## src/rtl/core/wsti_pkg.sv

```systemverilog
// Package for the wrapping sample table interpolator.
// Field widths, fixed-point constants, mode and register codes, FSM and
// controller/datapath interface types. No dependencies.
package wsti_pkg;

  localparam int SAMPLE_BITS = 16;
  localparam int FRAC_BITS   = 16;
  localparam int GUARD_BITS  = 8;
  localparam int DEPTH_DEF   = 4096;

  localparam int MODE_W = 2;
  localparam int LEN_W  = 13;
  localparam int WIDX_W = 12;
  localparam int POS_W  = 28;
  localparam int IPOS_W = POS_W - FRAC_BITS;

  localparam int IN_TDATA_W  = 56;
  localparam int OUT_TDATA_W = 16;
  localparam int APB_AW      = 3;
  localparam int APB_DW      = 32;

  localparam int COEF_W = SAMPLE_BITS + 4;
  localparam int ACC_W  = 32;
  localparam int PROD_W = ACC_W + FRAC_BITS + 1;
  localparam int RES_W  = 24;

  // floor(n / 3) as (n * DIV_MAGIC) >> DIV_SHIFT, exact for n below 2^32
  localparam int DIV_W     = 24;
  localparam int DIV_SHIFT = 33;
  localparam logic [31:0] DIV_MAGIC = 32'hAAAA_AAAB;
  localparam int DIV_BIAS_EXP = RES_W - 4;
  localparam int QPROD_W = DIV_W + 32;

  localparam logic [MODE_W-1:0] MODE_NEAREST = 2'd0;
  localparam logic [MODE_W-1:0] MODE_LINEAR  = 2'd1;
  localparam logic [MODE_W-1:0] MODE_HERMITE = 2'd2;
  localparam logic [MODE_W-1:0] MODE_BSPLINE = 2'd3;

  localparam logic REG_MODE = 1'b0;
  localparam logic REG_LEN  = 1'b1;

  typedef enum logic [3:0] {
    ST_IDLE,
    ST_FETCH,
    ST_LAST,
    ST_COEF,
    ST_MUL,
    ST_LIN,
    ST_ACC,
    ST_POLY,
    ST_DIV_MUL,
    ST_DIV_RES,
    ST_DONE
  } wsti_state_e;

  typedef enum logic [3:0] {
    DP_NOP,
    DP_WRITE,
    DP_LATCH,
    DP_FETCH,
    DP_LAST,
    DP_COEF,
    DP_MUL,
    DP_LIN,
    DP_ACC,
    DP_POLY,
    DP_DIV_MUL,
    DP_DIV_RES,
    DP_OUT
  } dp_op_e;

  typedef struct packed {
    dp_op_e     op;
    logic [1:0] sel;
  } wsti_cmd_t;

  typedef struct packed {
    logic pos_err;
    logic out_free;
  } wsti_status_t;

endpackage

```

## src/rtl/core/wsti_ctrl.sv

```systemverilog
// Controller FSM of the wrapping sample table interpolator.
// Sequences table fetches, Horner steps and result hand-off; uses wsti_pkg.
module wsti_ctrl
  import wsti_pkg::*;
(
  input  logic                clk_i,
  input  logic                rst_ni,
  input  logic                in_valid_i,
  input  logic                in_action_i,
  output logic                in_ready_o,
  input  logic [MODE_W-1:0]   mode_i,
  input  wsti_status_t        status_i,
  output wsti_cmd_t           cmd_o
);

  wsti_state_e state_q, state_d;
  logic [1:0]  cnt_q, cnt_d;

  always_ff @(posedge clk_i or negedge rst_ni) begin
    if (!rst_ni) begin
      state_q <= ST_IDLE;
      cnt_q   <= 2'd0;
    end else begin
      state_q <= state_d;
      cnt_q   <= cnt_d;
    end
  end

  always_comb begin
    state_d = state_q;
    cnt_d   = cnt_q;
    unique case (state_q)
      ST_IDLE: begin
        if (in_valid_i && in_action_i) begin
          state_d = status_i.pos_err ? ST_DONE : ST_FETCH;
          cnt_d   = 2'd0;
        end
      end
      ST_FETCH: begin
        cnt_d = cnt_q + 2'd1;
        if (cnt_q == 2'd3) begin
          state_d = ST_LAST;
        end
      end
      ST_LAST: state_d = ST_COEF;
      ST_COEF: begin
        cnt_d   = 2'd0;
        state_d = (mode_i == MODE_NEAREST) ? ST_DONE : ST_MUL;
      end
      ST_MUL: state_d = (mode_i == MODE_LINEAR) ? ST_LIN : ST_ACC;
      ST_LIN: state_d = ST_DONE;
      ST_ACC: begin
        if (cnt_q == 2'd2) begin
          state_d = ST_POLY;
        end else begin
          state_d = ST_MUL;
          cnt_d   = cnt_q + 2'd1;
        end
      end
      ST_POLY:    state_d = (mode_i == MODE_BSPLINE) ? ST_DIV_MUL : ST_DONE;
      ST_DIV_MUL: state_d = ST_DIV_RES;
      ST_DIV_RES: state_d = ST_DONE;
      ST_DONE: begin
        if (status_i.out_free) begin
          state_d = ST_IDLE;
        end
      end
      default: state_d = ST_IDLE;
    endcase
  end

  always_comb begin
    in_ready_o = 1'b0;
    cmd_o.op   = DP_NOP;
    cmd_o.sel  = cnt_q;
    unique case (state_q)
      ST_IDLE: begin
        in_ready_o = 1'b1;
        if (in_valid_i) begin
          cmd_o.op = in_action_i ? DP_LATCH : DP_WRITE;
        end
      end
      ST_FETCH:   cmd_o.op = DP_FETCH;
      ST_LAST:    cmd_o.op = DP_LAST;
      ST_COEF:    cmd_o.op = DP_COEF;
      ST_MUL:     cmd_o.op = DP_MUL;
      ST_LIN:     cmd_o.op = DP_LIN;
      ST_ACC:     cmd_o.op = DP_ACC;
      ST_POLY:    cmd_o.op = DP_POLY;
      ST_DIV_MUL: cmd_o.op = DP_DIV_MUL;
      ST_DIV_RES: cmd_o.op = DP_DIV_RES;
      ST_DONE: begin
        if (status_i.out_free) begin
          cmd_o.op = DP_OUT;
        end
      end
      default: cmd_o.op = DP_NOP;
    endcase
  end

endmodule

```

## config.mk

```make
export PLATFORM = sky130hd
export DESIGN_NAME = wsti_ctrl
export DESIGN_NICKNAME = d
export VERILOG_FILES = /design/src/rtl/core/wsti_pkg.sv /design/src/rtl/core/wsti_ctrl.sv
export SDC_FILE = /design/constraint.sdc
export NUM_CORES = 1
export LEC_CHECK = 0
export BUFFER_PORTS_ARGS = -buffer_cell sky130_fd_sc_hd__buf_2
export CAP_MARGIN = 30
export CELL_PAD_IN_SITES_DETAIL_PLACEMENT = 0
export CELL_PAD_IN_SITES_GLOBAL_PLACEMENT = 1
export CORE_MARGIN = 3
export CORE_UTILIZATION = 39
export DETAILED_ROUTE_END_ITERATION = 8
export PLACE_DENSITY_LB_ADDON = 0.1
export SLEW_MARGIN = 20
export SYNTH_ARGS = -nofsm -noshare
export SYNTH_HDL_FRONTEND = slang
export SYNTH_SLANG_ARGS = --single-unit
```

## constraint.sdc

```tcl
create_clock -name clk_i -period 2.33 [get_ports clk_i]
set_input_delay 0.1165 -clock clk_i [delete_from_list [all_inputs] [get_ports clk_i]]
set_output_delay 0.1165 -clock clk_i [all_outputs]
set_load 0.05 [all_outputs]
```

==> key figures, run 1 <==
Status
  • Status: finished, final reports clean

Routing
  • 1st-iter DRT viols: 12
  • Initial DRT Pass Iterations: 4
  • Vias post-DR: 628
  • ANT nets after route: 0
  • Vias per std cell: 5.98
  • Wire length per cell: 13.4 um
  • DRC: 0
  • Routed WL: 1410 um

STA
  • # setup viols final: 0
  • Post-route setup slack: 0.380 ns
  • Max Fclk: 513 MHz
  • Slew headroom: 50.2%
  • Fin. Hold Viols: 0
  • Final Cycle Share: 83.7%
  • Final hold slack: 0.216 ns
  • Final TNS setup: 0 ns
  • Measured slew at the worst slew-check pin: 0.747 ns
  • Final Max Slew Viols: 0
  • RSZ-0062 raised after global routing: no
  • Tmin final: 1.95 ns
  • Clock skew: 0.00350 ns

Synth
  • Seq cells post-synth: 6
  • Synthesized-area fraction occupied by adder cells: 4.01%
  • Post-synthesis mux area share: 1.80%
  • Post-synthesis simple-gate area fraction: 29.5%
  • Main synth FF type: dfrtp_1
  • Compound-Gate Fraction of Synth Area: 31.1%
  • Area leader, netlist: dfrtp_1
  • XOR/XNOR share of the synthesized area: 1.40%
  • Post-Syn Area per Cell: 7.90 um2
  • Share of the synthesized area in the top cell type: 24.0%
  • Main combinational cell family by area after synthesis: compound AO/OA/AOI/OAI gates
  • Largest cells by area after synthesis: dfrtp_1, a21oi_1, nand2_1
  • Syn Nets: 89
  • Netlist cell types: 38
  • Async S/R FF share, synth: 100%
  • Mapped cell area: 624 um2
  • Cells after Synth: 79
  • Post-synthesis sequential area ratio: 24.0%
  • Syn. warnings: 0
  • Post-synth EDFFs: 0

Placed design
  • DP HPWL: 977 um
  • Pre-CTS setup slack: 0.568 ns
  • Placed cell count: 101
  • Port Buffers: 14
  • Routability-driven placement congestion ratio: 0.779

Die
  • Rows: 13
  • CORE AREA: 0.00140 mm2
  • Starting Density: 44.6%
  • Die W: 46.0 um
  • # IOs: 15
  • Chip Height: 46.0 um
  • Die ar.: 0.00212 mm2

Hold path
  • Hold WC Path Type: in -> async

Clock network
  • Cts hold-fix bufs: 1
  • Setup Buffers After CTS: 0
  • Clock buffer depth: 2
  • Clock Latency Late Sink: 0.25 ns
  • CTS tree: done
  • CTS buffer count: 3
  • H-tree depth: 1
  • CTS sink count: 6
  • Clock transition at path regs: 0.05 ns
  • Root buffer cell: clkbuf_4
  • Post-CTS Resized: 0

Critical path
  • CP endpoint kind: output pin
  • CP peak stage delay: 0.82 ns
  • Reg-to-reg startpoint: state_q[2]
  • Critical path cell sequence: nand2b_1 -> a21oi_1 -> a31o_2 -> buf_2
  • Reg2reg end: cnt_q[1]
  • Crit path required time: 2.21 ns
  • Worst Setup Start Kind: register
  • Slowest CP cell: dfrtp_1
  • Worst Path Max Fanout: 26
  • R2r setup slk: 0.55 ns
  • Reg2reg path depth: 3
  • Critical path type: reg -> out
  • Data arrival, critical path: 1.83 ns

Finish
  • Most frequent cells in the layout: buf_2, a21oi_1, nand2_1, dfrtp_1, o21ai_0
  • NumNets Final: 102
  • Footprint of the multi-input gates: 429 um2
  • Commonest non-fill, non-tap cell in the layout: buf_2
  • Register area: 150 um2
  • Share of cells above drive strength 1: 23.3%
  • N_diodes: 0
  • Layout area overhead: 14.0%
  • Fill count: 147
  • Finished Layout Cells: 105

Run
  • Number of max-cap violations: 0

GRT
  • Total track usage: 14.5%
  • Largest net degree at the start of global routing: 27
  • Vias in the first global route: 492
  • Initial antenna violation count: 0
  • GRT overflow: 0
  • First-pass GRT wire length: 2260 um
-- flip-flops by register name, indices dropped and copies added (netlist names) --
register,flops
cnt_q,2
state_q,4
-- cell type report --
class | instances | area share, %
inverters | 3 | 1.58
multi-input cells | 63 | 60.3
flip-flops and latches | 6 | 21.1
well taps | 15 | 2.64
repair buffers | 15 | 11.2
clock buffers | 3 | 3.16
-- stage by stage --
stage / util (%) / area [um2]
after floorplan: - / 631
after global placement: 48.6 / 679
after detailed placement: 48.6 / 679
after CTS: 50.9 / 712
after global routing: 50.9 / 712
final: 50.9 / 712
-- metal layers --
| layer | part of all wire (%) | GRT usage (%) | wire (um) |
|---|---|---|---|
| met1 | 49 | 22.0 | 693 |
| met2 | 45 | 19.2 | 628 |
| met3 | 6.1 | 3.56 | 86 |
| met4 | 0 | 5.11 | 0 |
| met5 | 0 | 0 | 0 |
-- synth_stat cells, types with 2 or more instances --
cell type  instances
dfrtp_1            6
a211oi_1           2
o21ai_0            5
nor2_1             4
nand2b_1           4
a21oi_1            8
a31oi_1            2
inv_1              3
ha_1               2
a21o_1             2
nand2_1            7
buf_2              5
nor2b_1            2
nand3b_1           3
-- worst max path at each step --
stage	slack [ns]	start	end	depth (start not counted)
global placement	0.61	state_q[2]	cnt_q[1]	3
floorplan	0.13	state_q[2]	cmd_o[3]	4
finish	0.38	state_q[2]	cmd_o[5]	4
CTS	0.39	state_q[2]	cmd_o[5]	4
detailed placement	0.57	state_q[2]	cnt_q[1]	3
global route	0.27	state_q[2]	cmd_o[5]	4
-- cells by family (layout without fill, tap and decap cells) --
group,after synthesis,in the layout
compound gates,30,30
simple gates,29,29
buf+inv,10,21
flops,6,6
fa+ha+maj,2,2
xor+xnor,1,1
mux,1,1
-- worst max-delay path, delay by kind of cell, from the launching register on --
family          cells  cell delay (ns)
compound gates      2             0.30
simple gates        1             0.26
flops               1             0.82
buf+inv             1             0.20
Power of run 1 is not shown: default switching activity piles up to over one toggle a cycle in this logic, so the estimate is an artifact.
==> run 2, diff against run 1 <==
--- a/config.mk
+++ b/config.mk
@@ -5,12 +5,14 @@
 export SDC_FILE = /design/constraint.sdc
 export NUM_CORES = 1
 export LEC_CHECK = 0
+export ABC_AREA = 1
 export BUFFER_PORTS_ARGS = -buffer_cell sky130_fd_sc_hd__buf_2
 export CAP_MARGIN = 30
 export CELL_PAD_IN_SITES_DETAIL_PLACEMENT = 0
 export CELL_PAD_IN_SITES_GLOBAL_PLACEMENT = 1
+export CORE_ASPECT_RATIO = 1.25
 export CORE_MARGIN = 3
-export CORE_UTILIZATION = 39
+export CORE_UTILIZATION = 30
 export DETAILED_ROUTE_END_ITERATION = 8
 export PLACE_DENSITY_LB_ADDON = 0.1
 export SLEW_MARGIN = 20
==> constraint.sdc (replaced) <==
create_clock -name clk_i -period 1.6 [get_ports clk_i]
set_input_delay 0.08 -clock clk_i [delete_from_list [all_inputs] [get_ports clk_i]]
set_output_delay 0.08 -clock clk_i [all_outputs]
set_load 0.05 [all_outputs]
==> run 2 against run 1 <==
Register-to-register slack got worse by 0.28 ns. Count of clock-buffer cells in the layout did not move. Worst hold slack got worse by 0.055 ns. Final area rose by 6.7%. Setup slack got worse by 0.31 ns. Core utilization fell by 5.2 points. First-iteration DRC count did not move. Sequential share of layout area fell by 0.66 points.
==> key figures, run 2 <==
Finish
  • NumNets Final: 125 (was 102)
  • Register with the most flip-flops: state_q (unchanged)
  • Largest register FFs: 4 (unchanged)
  • Finished Layout Cells: 131 (was 105)
  • Footprint of the multi-input gates: 379 um2 (was 429 um2)
  • N_diodes: 0 (unchanged)
  • Most frequent cells in the layout: nand2_1, buf_2, nand3_1, buf_4, nor2_1 (was buf_2, a21oi_1, nand2_1, dfrtp_1, o21ai_0)
  • Commonest non-fill, non-tap cell in the layout: nand2_1 (was buf_2)
  • Share of cells above drive strength 1: 34.5% (was 23.3%)
  • Regs by FF count: state_q x4, cnt_q x2 (unchanged)
  • Register area: 155 um2 (was 150 um2)
  • Layout area overhead: 37.3% (was 14.0%)
  • Fill count: 185 (was 147)
  • Final instance area: 759 um2 (was 712 um2)

Hold path
  • Hold WC Path Type: in -> reg (was in -> async)
  • Hold Path Depth: 3

Routing
  • 1st-iter DRT viols: 12 (unchanged)
  • Vias post-DR: 647 (was 628)
  • Routed WL: 1460 um (was 1410 um)
  • Vias per std cell: 4.94 (was 5.98)
  • Wire length per cell: 11.1 um (was 13.4 um)
  • Initial DRT Pass Iterations: 4 (unchanged)
  • DRC: 0 (unchanged)
  • ANT nets after route: 0 (unchanged)

Synth
  • Compound-Gate Fraction of Synth Area: 13.6% (was 31.1%)
  • Netlist cell types: 21 (was 38)
  • Main combinational cell family by area after synthesis: simple AND/OR/NAND/NOR gates (was compound AO/OA/AOI/OAI gates)
  • Largest cells by area after synthesis: dfrtp_1, nand2_1, nand3_1 (was dfrtp_1, a21oi_1, nand2_1)
  • Synthesized-area fraction occupied by adder cells: 4.52% (was 4.01%)
  • Cells after Synth: 89 (was 79)
  • Async S/R FF share, synth: 100% (unchanged)
  • Post-synth EDFFs: 0 (unchanged)
  • Syn. warnings: 0 (unchanged)
  • Area leader, netlist: dfrtp_1 (unchanged)
  • Synth cell count leaders: nand2_1, nand3_1, nor2_1, dfrtp_1 (was a21oi_1, nand2_1, dfrtp_1, buf_2, o21ai_0)
  • Post-synthesis simple-gate area fraction: 47.3% (was 29.5%)
  • Syn Nets: 99 (was 89)
  • Top-count cell post-synth: nand2_1 (was a21oi_1)
  • Post-synthesis sequential area ratio: 27.1% (was 24.0%)
  • Mapped cell area: 553 um2 (was 624 um2)
  • Post-Syn Area per Cell: 6.21 um2 (was 7.90 um2)
  • Seq cells post-synth: 6 (unchanged)
  • XOR/XNOR share of the synthesized area: 0% (was 1.40%)
  • Post-synthesis mux area share: 0% (was 1.80%)
  • Share of the synthesized area in the top cell type: 27.1% (was 24.0%)
  • Main synth FF type: dfrtp_1 (unchanged)

STA
  • Clock skew: 0.00183 ns (was 0.00350 ns)
  • Tmin final: 1.53 ns
  • Measured slew at the worst slew-check pin: 0.248 ns (was 0.747 ns)
  • Final Cycle Share: 95.9%
  • Max Fclk: 652 MHz
  • Final Max Slew Viols: 0 (unchanged)
  • Fin. Hold Viols: 0 (unchanged)
  • # setup viols final: 0 (unchanged)
  • Slew headroom: 83.4% (was 50.2%)
  • Post-route setup slack: 0.0661 ns (was 0.380 ns)

Die
  • CORE AREA: 0.00166 mm2 (was 0.00140 mm2)
  • Die W: 44.4 um (was 46.0 um)
  • # IOs: 15 (unchanged)
  • Rows: 16 (was 13)
  • Die ar.: 0.00240 mm2 (was 0.00212 mm2)
  • Starting Density: 33.3% (was 44.6%)
  • Chip Height: 54.0 um (was 46.0 um)

GRT
  • Total track usage: 14.6% (was 14.5%)
  • Largest net degree at the start of global routing: 8 (was 27)
  • GRT overflow: 0 (unchanged)
  • First-pass GRT wire length: 2480 um (was 2260 um)
  • Vias in the first global route: 616 (was 492)
  • Initial antenna violation count: 0 (unchanged)

Critical path
  • Slowest CP cell: dfrtp_2 (was dfrtp_1)
  • Worst Setup Start Kind: register (unchanged)
  • Critical path cell sequence: nor2_4 -> buf_4 -> nand2_1 -> o211ai_1 -> buf_4 (was nand2b_1 -> a21oi_1 -> a31o_2 -> buf_2)
  • Critical path type: reg -> out (unchanged)
  • Data arrival, critical path: 1.45 ns (was 1.83 ns)
  • Reg2reg path depth: 9 (was 3)
  • CP peak stage delay: 0.46 ns (was 0.82 ns)
  • CP endpoint kind: output pin (unchanged)
  • Worst Path Max Fanout: 5 (was 26)
  • Crit path top cell by count: buf_4
  • Crit path required time: 1.52 ns (was 2.21 ns)

Clock network
  • Clock Latency Late Sink: 0.24 ns (was 0.25 ns)
  • Clock transition at path regs: 0.04 ns (was 0.05 ns)
  • CTS sink count: 6 (unchanged)
  • CTS buffer count: 3 (unchanged)
  • Root buffer cell: clkbuf_4 (unchanged)
  • CTS tree: done (unchanged)
  • Clock buffer depth: 2 (unchanged)
  • H-tree depth: 1 (unchanged)

Placed design
  • Placed cell count: 121 (was 101)
  • Port Buffers: 14 (unchanged)
  • Routability-driven placement congestion ratio: 0.783 (was 0.779)
  • Pre-CTS setup slack: 0.194 ns (was 0.568 ns)
  • Area after DPL: 651 um2 (was 679 um2)
  • DP HPWL: 1150 um (was 977 um)

Run
  • Number of max-cap violations: 0 (unchanged)

Status
  • Status: finished, final reports clean (unchanged)
run 2: through the flow:
step	hold WS [ns]	utilization [%]	TNS, ns
after detailed placement	-0.0930	39.2	0
after global placement	-0.0963	39.2	0
after CTS	0.152	41.9	-0.00224
after floorplan	-0.216	-	-0.00776
after global routing	0.172	45.7	-0.0178
final	0.161	45.7	0
run 2: layout make-up:
class                           count  share of cell area, %
Multi-Input combinational cell     72                   49.9
Timing Repair Buffer               21                   18.3
Tap cell                           18                   2.97
Sequential cell                     6                   20.4
Inverter                           11                   5.44
Clock buffer                        3                   2.97
run 2: repair_timing:
item	in CTS	in global routing
buffers inserted	0	6
resized for setup	5	7
pin swaps	1	2
hold buffers	1	0
endpoints found under the hold margin	6	0
gates cloned	0	0
endpoints found under the setup margin	3	4
run 2: logic make-up (layout without fill, tap and decap cells):
logic type,count (synthesis),in the layout
adders and majority gates,2,2
AOI/OAI and AO/OA,13,13
buffers and inverters,11,35
DFF,6,6
and+or+nand+nor,57,57
run 2: metal layers:
metal | vias up | wire length [um] | GRT usage (%)
met5 | - | 0 | 0
li1 | 341 | - | -
met3 | 5 | 61 | 4.35
met4 | 0 | 33 | 10.1
met1 | 283 | 655 | 16.4
met2 | 18 | 706 | 23.3
run 2: worst max-delay path: cells and delay by family (launching register included):
kind	cells	cell delay, ns
compound gates	1	0.11
simple gates	2	0.26
flops	1	0.46
buf+inv	2	0.38
run 2: worst paths after layout:
check / startpoint / to / slack [ns]
min in group asynchronous: rst_ni / state_q[1] / 0.20
worst max register to register: state_q[3] / state_q[1] / 0.27
worst min-delay path: status_i[0] / state_q[1] / 0.16
worst min register to register: cnt_q[1] / cnt_q[1] / 0.56
worst max-delay path: state_q[3] / cmd_o[3] / 0.07
max in group asynchronous: rst_ni / state_q[0] / 1.25
Power of run 2 is left out for the same reason.
